===== src/hdl/jcg_pkg.sv =====
// shared types, constants and tables of the joint command gate and mimic block
package jcg_pkg;

   localparam int ACTIVE_JOINTS = 10;
   localparam int ALL_JOINTS    = 16;
   localparam int ANGLE_BITS    = 16;
   localparam int JIDX_BITS     = $clog2(ALL_JOINTS);
   localparam int CMD_BITS      = 2;
   localparam int TOL_BITS      = 15;
   localparam int TICK_BITS     = 8;
   localparam int CSR_IDX_BITS  = 2;
   localparam int CSR_DATA_BITS = 15;
   localparam int DIFF_BITS     = ANGLE_BITS + 1;

   localparam int MIMIC_JOBS    = 6;
   localparam int JOB_BITS      = 3;
   localparam int STEP_BITS     = 2;
   localparam int COEF_BITS     = 19;
   localparam int ACC_BITS      = 26;
   localparam int PROD_BITS     = ACC_BITS + ANGLE_BITS;

   localparam int REQ_DATA_BITS = ACTIVE_JOINTS * ANGLE_BITS;
   localparam int RSP_USED_BITS = JIDX_BITS + ANGLE_BITS + 1;
   localparam int RSP_DATA_BITS = ((RSP_USED_BITS + 7) / 8) * 8;
   localparam int RSP_PAD_BITS  = RSP_DATA_BITS - RSP_USED_BITS;

   localparam logic [TICK_BITS-1:0] TICK_MAX = '1;

   // input command codes
   localparam logic [CMD_BITS-1:0] CMD_FEEDBACK = 2'd0;
   localparam logic [CMD_BITS-1:0] CMD_COMMAND  = 2'd1;
   localparam logic [CMD_BITS-1:0] CMD_TICK     = 2'd2;

   // result kinds
   localparam logic RK_STATE   = 1'b0;
   localparam logic RK_COMMAND = 1'b1;

   // register indexes
   localparam logic [CSR_IDX_BITS-1:0] CSR_ALIGN_TOL  = 2'd0;
   localparam logic [CSR_IDX_BITS-1:0] CSR_CHANGE_THR = 2'd1;
   localparam logic [CSR_IDX_BITS-1:0] CSR_TIMEOUT    = 2'd2;

   localparam logic [TOL_BITS-1:0]  ALIGN_TOL_RESET  = 15'd410;
   localparam logic [TOL_BITS-1:0]  CHANGE_THR_RESET = 15'd4;
   localparam logic [TICK_BITS-1:0] TIMEOUT_RESET    = 8'd50;

   typedef enum logic [1:0] {
      KIND_FEEDBACK,
      KIND_COMMAND,
      KIND_TICK
   } item_kind_type;

   typedef logic signed [ANGLE_BITS-1:0] angle_type;

   typedef struct packed {
      item_kind_type                          kind;
      logic [ACTIVE_JOINTS-1:0][ANGLE_BITS-1:0] angles;
   } item_type;

   typedef enum logic [2:0] {
      BK_IDLE,
      BK_DISPATCH,
      BK_MSTART,
      BK_MIMIC,
      BK_EMIT
   } back_state_type;

   typedef enum logic [1:0] {
      MIM_IDLE,
      MIM_MUL,
      MIM_ACC
   } mimic_state_type;

   typedef struct packed {
      logic                         start;
      logic [JOB_BITS-1:0]          job;
      logic signed [ANGLE_BITS-1:0] x;
   } mimic_req_type;

   typedef struct packed {
      logic                         done;
      logic signed [ANGLE_BITS-1:0] result;
   } mimic_rsp_type;

   // cache slot of each active joint
   function automatic logic [JIDX_BITS-1:0] active_slot(input logic [JIDX_BITS-1:0] i);
      logic [JIDX_BITS-1:0] s;
      case (i)
         4'd0:    s = 4'd0;
         4'd1:    s = 4'd1;
         4'd2:    s = 4'd2;
         4'd3:    s = 4'd5;
         4'd4:    s = 4'd6;
         4'd5:    s = 4'd8;
         4'd6:    s = 4'd10;
         4'd7:    s = 4'd11;
         4'd8:    s = 4'd13;
         4'd9:    s = 4'd14;
         default: s = 4'd0;
      endcase
      return s;
   endfunction

   // active joint that drives each passive joint
   function automatic logic [JIDX_BITS-1:0] mimic_src(input logic [JOB_BITS-1:0] job);
      logic [JIDX_BITS-1:0] s;
      case (job)
         3'd0, 3'd1: s = 4'd2;
         3'd2:       s = 4'd4;
         3'd3:       s = 4'd5;
         3'd4:       s = 4'd7;
         3'd5:       s = 4'd9;
         default:    s = 4'd2;
      endcase
      return s;
   endfunction

   // cache slot each passive joint lands in
   function automatic logic [JIDX_BITS-1:0] mimic_slot(input logic [JOB_BITS-1:0] job);
      logic [JIDX_BITS-1:0] s;
      case (job)
         3'd0:    s = 4'd3;
         3'd1:    s = 4'd4;
         3'd2:    s = 4'd7;
         3'd3:    s = 4'd9;
         3'd4:    s = 4'd12;
         3'd5:    s = 4'd15;
         default: s = 4'd3;
      endcase
      return s;
   endfunction

   // index of the last coefficient of each polynomial
   function automatic logic [STEP_BITS-1:0] mimic_last(input logic [JOB_BITS-1:0] job);
      logic [STEP_BITS-1:0] s;
      case (job)
         3'd0:    s = 2'd0;
         3'd1:    s = 2'd2;
         default: s = 2'd3;
      endcase
      return s;
   endfunction

   // Q16 coefficients, highest order first
   function automatic logic signed [COEF_BITS-1:0] mimic_coef(input logic [JOB_BITS-1:0] job,
                                                              input logic [STEP_BITS-1:0] step);
      logic signed [COEF_BITS-1:0] c;
      if (job == 3'd0) begin
         c = 19'sd87163;
      end else if (job == 3'd1) begin
         case (step)
            2'd0:    c = 19'sd18350;
            2'd1:    c = 19'sd55902;
            default: c = 19'sd120979;
         endcase
      end else begin
         case (step)
            2'd0:    c = -19'sd10945;
            2'd1:    c = 19'sd48955;
            2'd2:    c = -19'sd93389;
            default: c = 19'sd143655;
         endcase
      end
      return c;
   endfunction

endpackage


===== src/hdl/jcg_front.sv =====
// front end: accepts items, decodes the command and queues them for the back end
module jcg_front (
   input  logic                         clock,
   input  logic                         reset,
   input  logic                         req_tvalid,
   output logic                         req_tready,
   input  logic [jcg_pkg::REQ_DATA_BITS-1:0] req_tdata,  // angle_0 .. angle_9
   input  logic [jcg_pkg::CMD_BITS-1:0] req_tuser,       // command
   output logic                         q_valid,
   output jcg_pkg::item_type            q_item,
   input  logic                         q_pop
);
   import jcg_pkg::*;

   localparam int QDEPTH = 2;

   item_type         slot_ff [QDEPTH];
   logic             wr_ptr_ff, wr_ptr_in;
   logic             rd_ptr_ff, rd_ptr_in;
   logic [1:0]       count_ff, count_in;
   item_kind_type    kind;
   logic             known;
   logic             push;

   always_comb begin
      kind  = KIND_FEEDBACK;
      known = 1'b1;
      case (req_tuser)
         CMD_FEEDBACK: kind = KIND_FEEDBACK;
         CMD_COMMAND:  kind = KIND_COMMAND;
         CMD_TICK:     kind = KIND_TICK;
         default:      known = 1'b0;   // unused code is swallowed
      endcase
   end

   assign req_tready = (count_ff != 2'(QDEPTH));
   assign push       = req_tvalid && req_tready && known;
   assign q_valid    = (count_ff != 2'd0);
   assign q_item     = slot_ff[rd_ptr_ff];

   always_comb begin
      wr_ptr_in = push  ? !wr_ptr_ff : wr_ptr_ff;
      rd_ptr_in = q_pop ? !rd_ptr_ff : rd_ptr_ff;
      count_in  = count_ff + 2'(push) - 2'(q_pop);
   end

   always_ff @(posedge clock) begin
      if (reset) begin
         wr_ptr_ff <= 1'b0;
         rd_ptr_ff <= 1'b0;
         count_ff  <= 2'd0;
      end else begin
         wr_ptr_ff <= wr_ptr_in;
         rd_ptr_ff <= rd_ptr_in;
         count_ff  <= count_in;
      end
   end

   always_ff @(posedge clock) begin
      if (push) begin
         slot_ff[wr_ptr_ff] <= '{kind: kind, angles: req_tdata};
      end
   end

endmodule


===== src/hdl/jcg_mimic.sv =====
// shared multiply-accumulate unit that evaluates the passive joint polynomials
module jcg_mimic (
   input  logic                   clock,
   input  logic                   reset,
   input  jcg_pkg::mimic_req_type mim_req,
   output jcg_pkg::mimic_rsp_type mim_rsp
);
   import jcg_pkg::*;

   localparam logic signed [PROD_BITS-1:0] R12_HALF = PROD_BITS'(2048);
   localparam logic signed [PROD_BITS-1:0] R16_HALF = PROD_BITS'(32768);
   localparam logic signed [PROD_BITS-1:0] ANG_MAX  =
      PROD_BITS'((longint'(1) << (ANGLE_BITS - 1)) - 1);
   localparam logic signed [PROD_BITS-1:0] ANG_MIN  = -ANG_MAX - PROD_BITS'(1);

   mimic_state_type               state_ff, state_in;
   logic signed [ACC_BITS-1:0]    acc_ff, acc_in;
   logic signed [PROD_BITS-1:0]   prod_ff, prod_in;
   logic [STEP_BITS-1:0]          step_ff, step_in;
   logic signed [PROD_BITS-1:0]   prod_r12;
   logic signed [PROD_BITS-1:0]   prod_r16;
   logic                          final_step;

   assign prod_r12   = (prod_ff + R12_HALF) >>> 12;
   assign prod_r16   = (prod_ff + R16_HALF) >>> 16;
   assign final_step = (step_ff == mimic_last(mim_req.job));

   always_comb begin
      state_in = state_ff;
      case (state_ff)
         MIM_IDLE: if (mim_req.start) state_in = MIM_MUL;
         MIM_MUL:  state_in = MIM_ACC;
         MIM_ACC:  state_in = final_step ? MIM_IDLE : MIM_MUL;
         default:  state_in = MIM_IDLE;
      endcase
   end

   always_comb begin
      acc_in          = acc_ff;
      prod_in         = prod_ff;
      step_in         = step_ff;
      mim_rsp.done    = 1'b0;
      mim_rsp.result  = '0;
      case (state_ff)
         MIM_IDLE: begin
            acc_in  = ACC_BITS'(mimic_coef(mim_req.job, '0));
            step_in = '0;
         end
         MIM_MUL: begin
            prod_in = acc_ff * $signed(mim_req.x);
         end
         MIM_ACC: begin
            if (final_step) begin
               mim_rsp.done = 1'b1;
               if (prod_r16 > ANG_MAX) begin
                  mim_rsp.result = ANGLE_BITS'(ANG_MAX);
               end else if (prod_r16 < ANG_MIN) begin
                  mim_rsp.result = ANGLE_BITS'(ANG_MIN);
               end else begin
                  mim_rsp.result = ANGLE_BITS'(prod_r16);
               end
            end else begin
               acc_in  = ACC_BITS'(mimic_coef(mim_req.job, step_ff + 2'd1)) +
                         ACC_BITS'(prod_r12);
               step_in = step_ff + 2'd1;
            end
         end
         default: ;
      endcase
   end

   always_ff @(posedge clock) begin
      if (reset) begin
         state_ff <= MIM_IDLE;
      end else begin
         state_ff <= state_in;
      end
   end

   always_ff @(posedge clock) begin
      acc_ff  <= acc_in;
      prod_ff <= prod_in;
      step_ff <= step_in;
   end

endmodule


===== src/hdl/jcg_back.sv =====
// back end: joint cache, gate, tick timer, result sequencing and registers
module jcg_back (
   input  logic                                 clock,
   input  logic                                 reset,
   input  logic                                 q_valid,
   input  jcg_pkg::item_type                    q_item,
   output logic                                 q_pop,
   input  logic                                 csr_we,
   input  logic [jcg_pkg::CSR_IDX_BITS-1:0]     csr_index,
   input  logic [jcg_pkg::CSR_DATA_BITS-1:0]    csr_wdata,
   output logic                                 rsp_tvalid,
   input  logic                                 rsp_tready,
   output logic [jcg_pkg::RSP_DATA_BITS-1:0]    rsp_tdata,  // joint_index, angle, driver_online
   output logic                                 rsp_tuser,  // result_kind
   output logic                                 rsp_tlast,
   output jcg_pkg::mimic_req_type               mim_req,
   input  jcg_pkg::mimic_rsp_type               mim_rsp
);
   import jcg_pkg::*;

   back_state_type          state_ff, state_in;
   item_type                item_ff, item_in;
   angle_type               cache_ff [ALL_JOINTS];
   angle_type               cache_in [ALL_JOINTS];
   angle_type               prev_ff  [ACTIVE_JOINTS];
   angle_type               prev_in  [ACTIVE_JOINTS];
   logic                    has_fb_ff, has_fb_in;
   logic                    online_ff, online_in;
   logic                    gate_ff, gate_in;
   logic [TICK_BITS-1:0]    ticks_ff, ticks_in;
   logic [JOB_BITS-1:0]     job_ff, job_in;
   logic [JIDX_BITS-1:0]    cnt_ff, cnt_in;
   logic                    emit_cmd_ff, emit_cmd_in;
   logic [TOL_BITS-1:0]     align_tol_ff, align_tol_in;
   logic [TOL_BITS-1:0]     change_thr_ff, change_thr_in;
   logic [TICK_BITS-1:0]    timeout_ff, timeout_in;

   logic                    rsp_valid_ff, rsp_valid_in;
   logic                    rsp_kind_ff, rsp_kind_in;
   logic [JIDX_BITS-1:0]    rsp_idx_ff, rsp_idx_in;
   angle_type               rsp_angle_ff, rsp_angle_in;
   logic                    rsp_online_ff, rsp_online_in;
   logic                    rsp_last_ff, rsp_last_in;

   logic signed [DIFF_BITS-1:0] diff [ACTIVE_JOINTS];
   logic [DIFF_BITS-1:0]        mag  [ACTIVE_JOINTS];
   logic [ACTIVE_JOINTS-1:0]    exceed;
   logic [TOL_BITS-1:0]         limit;
   angle_type                   ref_ang [ACTIVE_JOINTS];
   logic [TICK_BITS-1:0]        ticks_next;
   logic                        out_free;
   logic                        emit_last;

   // closed gate compares with feedback, open gate with the previous command
   always_comb begin
      limit = gate_ff ? change_thr_ff : align_tol_ff;
      for (int i = 0; i < ACTIVE_JOINTS; i++) begin
         ref_ang[i] = gate_ff ? prev_ff[i] : cache_ff[active_slot(JIDX_BITS'(i))];
         diff[i]    = DIFF_BITS'($signed(item_ff.angles[i])) - DIFF_BITS'(ref_ang[i]);
         mag[i]     = diff[i][DIFF_BITS-1] ? DIFF_BITS'(-diff[i]) : DIFF_BITS'(diff[i]);
         exceed[i]  = mag[i] > DIFF_BITS'(limit);
      end
   end

   assign ticks_next = (ticks_ff == TICK_MAX) ? ticks_ff : ticks_ff + TICK_BITS'(1);
   assign out_free   = !rsp_valid_ff || rsp_tready;
   assign emit_last  = emit_cmd_ff ? (cnt_ff == JIDX_BITS'(ACTIVE_JOINTS - 1))
                                   : (cnt_ff == JIDX_BITS'(ALL_JOINTS - 1));

   always_comb begin
      state_in = state_ff;
      case (state_ff)
         BK_IDLE: if (q_valid) state_in = BK_DISPATCH;
         BK_DISPATCH: begin
            case (item_ff.kind)
               KIND_FEEDBACK: state_in = BK_MSTART;
               KIND_TICK:     state_in = has_fb_ff ? BK_EMIT : BK_IDLE;
               KIND_COMMAND:  state_in = (online_ff && gate_ff && (|exceed)) ? BK_EMIT
                                                                              : BK_IDLE;
               default:       state_in = BK_IDLE;
            endcase
         end
         BK_MSTART: state_in = BK_MIMIC;
         BK_MIMIC: begin
            if (mim_rsp.done) begin
               state_in = (job_ff == JOB_BITS'(MIMIC_JOBS - 1)) ? BK_IDLE : BK_MSTART;
            end
         end
         BK_EMIT: if (out_free && emit_last) state_in = BK_IDLE;
         default: state_in = BK_IDLE;
      endcase
   end

   always_comb begin
      item_in       = item_ff;
      cache_in      = cache_ff;
      prev_in       = prev_ff;
      has_fb_in     = has_fb_ff;
      online_in     = online_ff;
      gate_in       = gate_ff;
      ticks_in      = ticks_ff;
      job_in        = job_ff;
      cnt_in        = cnt_ff;
      emit_cmd_in   = emit_cmd_ff;
      align_tol_in  = align_tol_ff;
      change_thr_in = change_thr_ff;
      timeout_in    = timeout_ff;
      rsp_valid_in  = rsp_valid_ff && !rsp_tready;
      rsp_kind_in   = rsp_kind_ff;
      rsp_idx_in    = rsp_idx_ff;
      rsp_angle_in  = rsp_angle_ff;
      rsp_online_in = rsp_online_ff;
      rsp_last_in   = rsp_last_ff;
      q_pop         = 1'b0;
      mim_req.start = 1'b0;
      mim_req.job   = job_ff;
      mim_req.x     = $signed(item_ff.angles[mimic_src(job_ff)]);

      if (csr_we) begin
         case (csr_index)
            CSR_ALIGN_TOL:  align_tol_in  = csr_wdata[TOL_BITS-1:0];
            CSR_CHANGE_THR: change_thr_in = csr_wdata[TOL_BITS-1:0];
            CSR_TIMEOUT:    timeout_in    = csr_wdata[TICK_BITS-1:0];
            default: ;
         endcase
      end

      case (state_ff)
         BK_IDLE: begin
            if (q_valid) begin
               q_pop   = 1'b1;
               item_in = q_item;
            end
         end
         BK_DISPATCH: begin
            cnt_in = '0;
            case (item_ff.kind)
               KIND_FEEDBACK: begin
                  for (int i = 0; i < ACTIVE_JOINTS; i++) begin
                     cache_in[active_slot(JIDX_BITS'(i))] = $signed(item_ff.angles[i]);
                  end
                  has_fb_in = 1'b1;
                  online_in = 1'b1;
                  ticks_in  = '0;
                  job_in    = '0;
               end
               KIND_TICK: begin
                  emit_cmd_in = 1'b0;
                  if (has_fb_ff) begin
                     ticks_in = ticks_next;
                     if (ticks_next > timeout_ff) online_in = 1'b0;
                  end
               end
               KIND_COMMAND: begin
                  emit_cmd_in = 1'b1;
                  if (online_ff) begin
                     for (int i = 0; i < ACTIVE_JOINTS; i++) begin
                        prev_in[i] = $signed(item_ff.angles[i]);
                     end
                     if (!gate_ff && !(|exceed)) gate_in = 1'b1;
                  end
               end
               default: ;
            endcase
         end
         BK_MSTART: begin
            mim_req.start = 1'b1;
         end
         BK_MIMIC: begin
            if (mim_rsp.done) begin
               cache_in[mimic_slot(job_ff)] = mim_rsp.result;
               job_in = job_ff + JOB_BITS'(1);
            end
         end
         BK_EMIT: begin
            if (out_free) begin
               rsp_valid_in  = 1'b1;
               rsp_kind_in   = emit_cmd_ff ? RK_COMMAND : RK_STATE;
               rsp_idx_in    = cnt_ff;
               rsp_angle_in  = emit_cmd_ff ? $signed(item_ff.angles[cnt_ff]) : cache_ff[cnt_ff];
               rsp_online_in = online_ff;
               rsp_last_in   = emit_last;
               cnt_in        = cnt_ff + JIDX_BITS'(1);
            end
         end
         default: ;
      endcase
   end

   always_ff @(posedge clock) begin
      if (reset) begin
         state_ff      <= BK_IDLE;
         for (int i = 0; i < ACTIVE_JOINTS; i++) prev_ff[i] <= '0;
         has_fb_ff     <= 1'b0;
         online_ff     <= 1'b0;
         gate_ff       <= 1'b0;
         ticks_ff      <= '0;
         align_tol_ff  <= ALIGN_TOL_RESET;
         change_thr_ff <= CHANGE_THR_RESET;
         timeout_ff    <= TIMEOUT_RESET;
         rsp_valid_ff  <= 1'b0;
      end else begin
         state_ff      <= state_in;
         prev_ff       <= prev_in;
         has_fb_ff     <= has_fb_in;
         online_ff     <= online_in;
         gate_ff       <= gate_in;
         ticks_ff      <= ticks_in;
         align_tol_ff  <= align_tol_in;
         change_thr_ff <= change_thr_in;
         timeout_ff    <= timeout_in;
         rsp_valid_ff  <= rsp_valid_in;
      end
   end

   always_ff @(posedge clock) begin
      item_ff       <= item_in;
      cache_ff      <= cache_in;
      job_ff        <= job_in;
      cnt_ff        <= cnt_in;
      emit_cmd_ff   <= emit_cmd_in;
      rsp_kind_ff   <= rsp_kind_in;
      rsp_idx_ff    <= rsp_idx_in;
      rsp_angle_ff  <= rsp_angle_in;
      rsp_online_ff <= rsp_online_in;
      rsp_last_ff   <= rsp_last_in;
   end

   assign rsp_tvalid = rsp_valid_ff;
   assign rsp_tuser  = rsp_kind_ff;
   assign rsp_tlast  = rsp_last_ff;
   assign rsp_tdata  = {RSP_PAD_BITS'(0), rsp_online_ff, rsp_angle_ff, rsp_idx_ff};

endmodule


===== src/hdl/joint_command_gate_and_mimic.sv =====
// top level of the joint command gate and passive joint mimic block
//
// Takes feedback, trajectory commands and republish ticks for a hand with
// ten active joints, angles in Q3.12 radians. Items enter through a
// two-entry queue, so the input keeps accepting until both entries are
// full while the back end works and while a result waits in the output
// register. The back end runs one item at a time: a tick passes dispatch
// and then one emit step per result, a command passes dispatch and emits
// only when it is forwarded, and feedback waits on the single shared
// multiplier that evaluates the six passive joint polynomials one
// coefficient at a time. Ticks before the first feedback and commands while
// the driver is offline give no results; command code 3 is dropped at the
// input. The cache needs no clearing pass after reset, so items are taken
// from the first cycle. Register writes land at once and are meant for idle periods only.
module joint_command_gate_and_mimic (
   input  logic                                 clock,
   input  logic                                 reset,
   // request transactions
   input  logic                                 req_tvalid,
   output logic                                 req_tready,
   input  logic [jcg_pkg::REQ_DATA_BITS-1:0]    req_tdata,  // angle_0 .. angle_9, 16 bits each
   input  logic [jcg_pkg::CMD_BITS-1:0]         req_tuser,  // command
   // response transactions
   output logic                                 rsp_tvalid,
   input  logic                                 rsp_tready,
   output logic [jcg_pkg::RSP_DATA_BITS-1:0]    rsp_tdata,  // joint_index, angle, driver_online
   output logic                                 rsp_tuser,  // result_kind
   output logic                                 rsp_tlast,
   // register writes
   input  logic                                 csr_we,
   input  logic [jcg_pkg::CSR_IDX_BITS-1:0]     csr_index,
   input  logic [jcg_pkg::CSR_DATA_BITS-1:0]    csr_wdata
);
   import jcg_pkg::*;

   logic          q_valid;
   item_type      q_item;
   logic          q_pop;
   mimic_req_type mim_req;
   mimic_rsp_type mim_rsp;

   // decode and queue
   jcg_front u_front (
      .clock      (clock),
      .reset      (reset),
      .req_tvalid (req_tvalid),
      .req_tready (req_tready),
      .req_tdata  (req_tdata),
      .req_tuser  (req_tuser),
      .q_valid    (q_valid),
      .q_item     (q_item),
      .q_pop      (q_pop)
   );

   // cache, gate, timer and result sequencing
   jcg_back u_back (
      .clock      (clock),
      .reset      (reset),
      .q_valid    (q_valid),
      .q_item     (q_item),
      .q_pop      (q_pop),
      .csr_we     (csr_we),
      .csr_index  (csr_index),
      .csr_wdata  (csr_wdata),
      .rsp_tvalid (rsp_tvalid),
      .rsp_tready (rsp_tready),
      .rsp_tdata  (rsp_tdata),
      .rsp_tuser  (rsp_tuser),
      .rsp_tlast  (rsp_tlast),
      .mim_req    (mim_req),
      .mim_rsp    (mim_rsp)
   );

   // passive joint polynomials on one multiplier
   jcg_mimic u_mimic (
      .clock   (clock),
      .reset   (reset),
      .mim_req (mim_req),
      .mim_rsp (mim_rsp)
   );

endmodule


===== config.mk =====
export PLATFORM = sky130hd
export DESIGN_NAME = joint_command_gate_and_mimic
export DESIGN_NICKNAME = d
export VERILOG_FILES = /design/src/hdl/jcg_pkg.sv /design/src/hdl/jcg_front.sv /design/src/hdl/jcg_mimic.sv /design/src/hdl/jcg_back.sv /design/src/hdl/joint_command_gate_and_mimic.sv
export SDC_FILE = /design/constraint.sdc
export NUM_CORES = 2
export LEC_CHECK = 0
export BUFFER_PORTS_ARGS = -buffer_cell sky130_fd_sc_hd__buf_2
export CAP_MARGIN = 20
export CORE_UTILIZATION = 58
export DETAILED_ROUTE_END_ITERATION = 7
export MAX_ROUTING_LAYER = met4
export PLACE_DENSITY = 0.78
export SYNTH_ARGS = -nofsm -noshare
export SYNTH_HDL_FRONTEND = slang
export SYNTH_HIERARCHICAL = 1
export SYNTH_SLANG_ARGS = --single-unit

===== constraint.sdc =====
create_clock -name clock -period 19.6 [get_ports clock]
set_clock_uncertainty 0.1 [all_clocks]
set_input_delay 0.98 -clock clock [delete_from_list [all_inputs] [get_ports clock]]
set_output_delay 0.98 -clock clock [all_outputs]
set_load 0.1 [all_outputs]

==> key figures <==
STA
  • Worst setup margin: 9151 ps
  • Relative slew slack: 9.998%
  • RSZ-0062 raised after global routing: false
  • Final Hold Viols: 0
  • Max-slew violation count: 0
  • TNS Setup: 0 ps
  • Final period utilization: 53.31%
  • FMAX: 0.09570 GHz
  • Final setup violation count: 0
  • Worst Tran Pin Value: 1350 ps
  • Final min period: 10450 ps

Yosys
  • Synth area leaders: edfxtp_1 (33%), fa_1 (11%), ha_1 (7.8%)
  • Yosys warns: 6
  • Yosys cell types: 107
  • Number of synthesized flops with an enable pin: 832
  • Commonest cells in the netlist: nand2_1 (1018), edfxtp_1 (832), inv_1 (568)
  • FF+latch count, synth: 1052
  • Cell with the most instances after synthesis: nand2_1
  • Synthesized area per cell: 10.41 µm²
  • Sequential fraction of the synthesis area: 38.75%
  • Synth Flop Type: edfxtp_1
  • Synth Cell Area: roughly 0.076 mm²
  • Post-synth top area cell: edfxtp_1
  • Yosys top cell area share: 32.94%
  • Async S/R FF share, synth: 0%
  • Synth Instances: 7286

Cells and area
  • Final Net Count: 8464
  • Reg area: ~0.029 mm²
  • Area Growth Syn to Fin: 9.080%
  • Final Core Density: 63.81%
  • Layout cells sized above 1: 11.57%
  • Multi-input logic area: approximately 0.043 mm²
  • Filler Cell Count: 10263

Global route
  • Tot GR Track Use: approximately 40%
  • Vias in the first global route: around 58000
  • First-pass GRT wire length: between 300000 and 400000 µm
  • Initial antenna violation count: 27
  • Congestion Overflow GR: 0
  • Largest net degree at the start of global routing: 109

Routing
  • Post-Route WL: around 260000 µm
  • WL/cell: 28.43 µm
  • Via count: 60062
  • DRT Pass-1 Iters: 8
  • Routed Antenna Nets: 0
  • Post-route DRC: 1
  • 1st-iter DRT viols: 7999
  • Vias per cell: 6.482

Setup path
  • Required @ worst endpoint: 19950 ps
  • Slowest stage cell on the critical path: a221o_1
  • Critical path class: reg2reg
  • Startpoint type of the worst setup path: flop
  • Worst path max stage delay: slightly below 1000 ps
  • Crit end category: flop
  • Most used cell, CP: fa_1
  • Highest fanout seen on the critical path: between 40 and 50
  • Worst endpoint data arrival time: 10800 ps

Run status
  • Failing checks: DRC
  • Outcome: finished, violations left

Clock tree
  • Post-CTS sizing: 0
  • CTS tree: done
  • Clk sinks: 1052
  • Root buf cell: clkbuf_16
  • CTS max path bufs: 3
  • Setup bufs post-CTS: 0
  • Number of CTS-inserted buffers: ~110
  • Clock Latency Late Sink: 790 ps
  • Clk slew on worst S/H paths: about 60 ps
  • H-Tree Depth: 3
  • CTS Hold Bufs: 0

Run
  • Total of max-cap violations: 0

Place
  • Port Buf Inserts: 208
  • GPL Wtd Cong: ~1.1
  • Dpl hpwl: about 200000 µm
  • Dpl ws: 9407 ps

Die
  • Row cnt: 132
  • Die W: ~360 µm
  • Area of the die: 0.1322 mm²
  • I/O pins: 212
  • Die Y-Extent: 363.6 µm
  • Starting density of the core: 58.50%
  • Placeable Area: 0.1296 mm²

Worst hold path
  • HP Class: in2reg
==> routing by layer <==
| layer | track usage [%] | routed length [µm] | share of wire, % |
|---|---|---|---|
| met1 | 50.11 | 97290 | 37 |
| met2 | 60.18 | 115400 | 44 |
| met3 | 11.28 | 31820 | 12 |
| met4 | 24.82 | 18920 | 7.2 |
| met5 | - | 0 | 0 |
==> final cells by class <==
| type | count | area share [%] |
|---|---|---|
| tap | 1742 | 2.635 |
| timing repair buffer | 336 | 2.526 |
| inverter | 568 | 2.583 |
| sequential | 1052 | 35.53 |
| multi-input combinational | 5325 | 51.97 |
| clock inverter | 77 | 1.116 |
| clock buffer | 135 | 3.542 |
| antenna | 31 | 0.09377 |
==> sequential cells by signal, indices dropped and copies added, names as in the netlist, 8 cells and up, named ones only <==
signal,count
u_front/slot_ff,324
u_back/cache_ff,256
u_back/item_ff,162
u_back/prev_ff,160
u_mimic/prod_ff,31
u_mimic/acc_ff,26
u_back/rsp_angle_ff,16
u_back/align_tol_ff,15
u_back/change_thr_ff,15
u_back/ticks_ff,8
u_back/timeout_ff,8
==> cell families (layout without fill, tap and decap cells) <==
logic type               count (synthesis)  count (layout)  synth area share [%]
AO/OA/AOI/OAI                         1330            1330                 11.11
buffers and inverters                  911            1116                 4.672
XOR/XNOR                               347             347                 4.007
flip-flops                            1052            1052                 38.75
adder cells (fa/ha/maj)                885             885                 18.67
multiplexers                           521             521                 8.993
AND/OR/NAND/NOR                       2239            2239                 13.80
other                                    1              34              0.004945
==> critical path: cells and delay by family (launching register included) <==
kind	cells	cell delay [ps]
compound gates	7	2890
fa+ha+maj	9	3920
buf+inv	5	900
flops	1	650
simple gates	7	1650
==> stage by stage <==
step	instances	area (µm²)	hold WS, ps
final	9266	82730	287.7
after floorplan	7288	75850	324.4
after CTS	9228	82530	258.6
after detailed placement	9016	78680	335.8
after global routing	9259	82710	268.0
after global placement	9015	78670	337.4
==> cell usage in the layout, fill, tap and decap left out, types with 113 or more instances in the layout <==
cell type and n:
clkbuf_16 113, inv_1 567, a21oi_1 441, xor2_1 120, xnor2_1 227, and2_1 231, buf_2 208, buf_4 119
mux2i_1 252, edfxtp_1 832, dfxtp_1 218, nor2_1 401, fa_1 411, ha_1 474, o21ai_0 274, nand2_1 1018
==> path summary, 6_finish.rpt <==
path                    start                     end  slack [ps]  cells past startpoint
max          u_back/job_ff[0]     u_mimic/prod_ff[31]        9150                     28
min             req_tdata[24]  u_front/slot_ff[1][24]         290                      1
max reg2reg  u_back/job_ff[0]     u_mimic/prod_ff[31]        9150                     28
min reg2reg  u_back/cnt_ff[3]    u_back/rsp_idx_ff[3]         350                      0
Power is not shown: default switching activity piles up to over one toggle a cycle in this logic, so the estimate is an artifact.
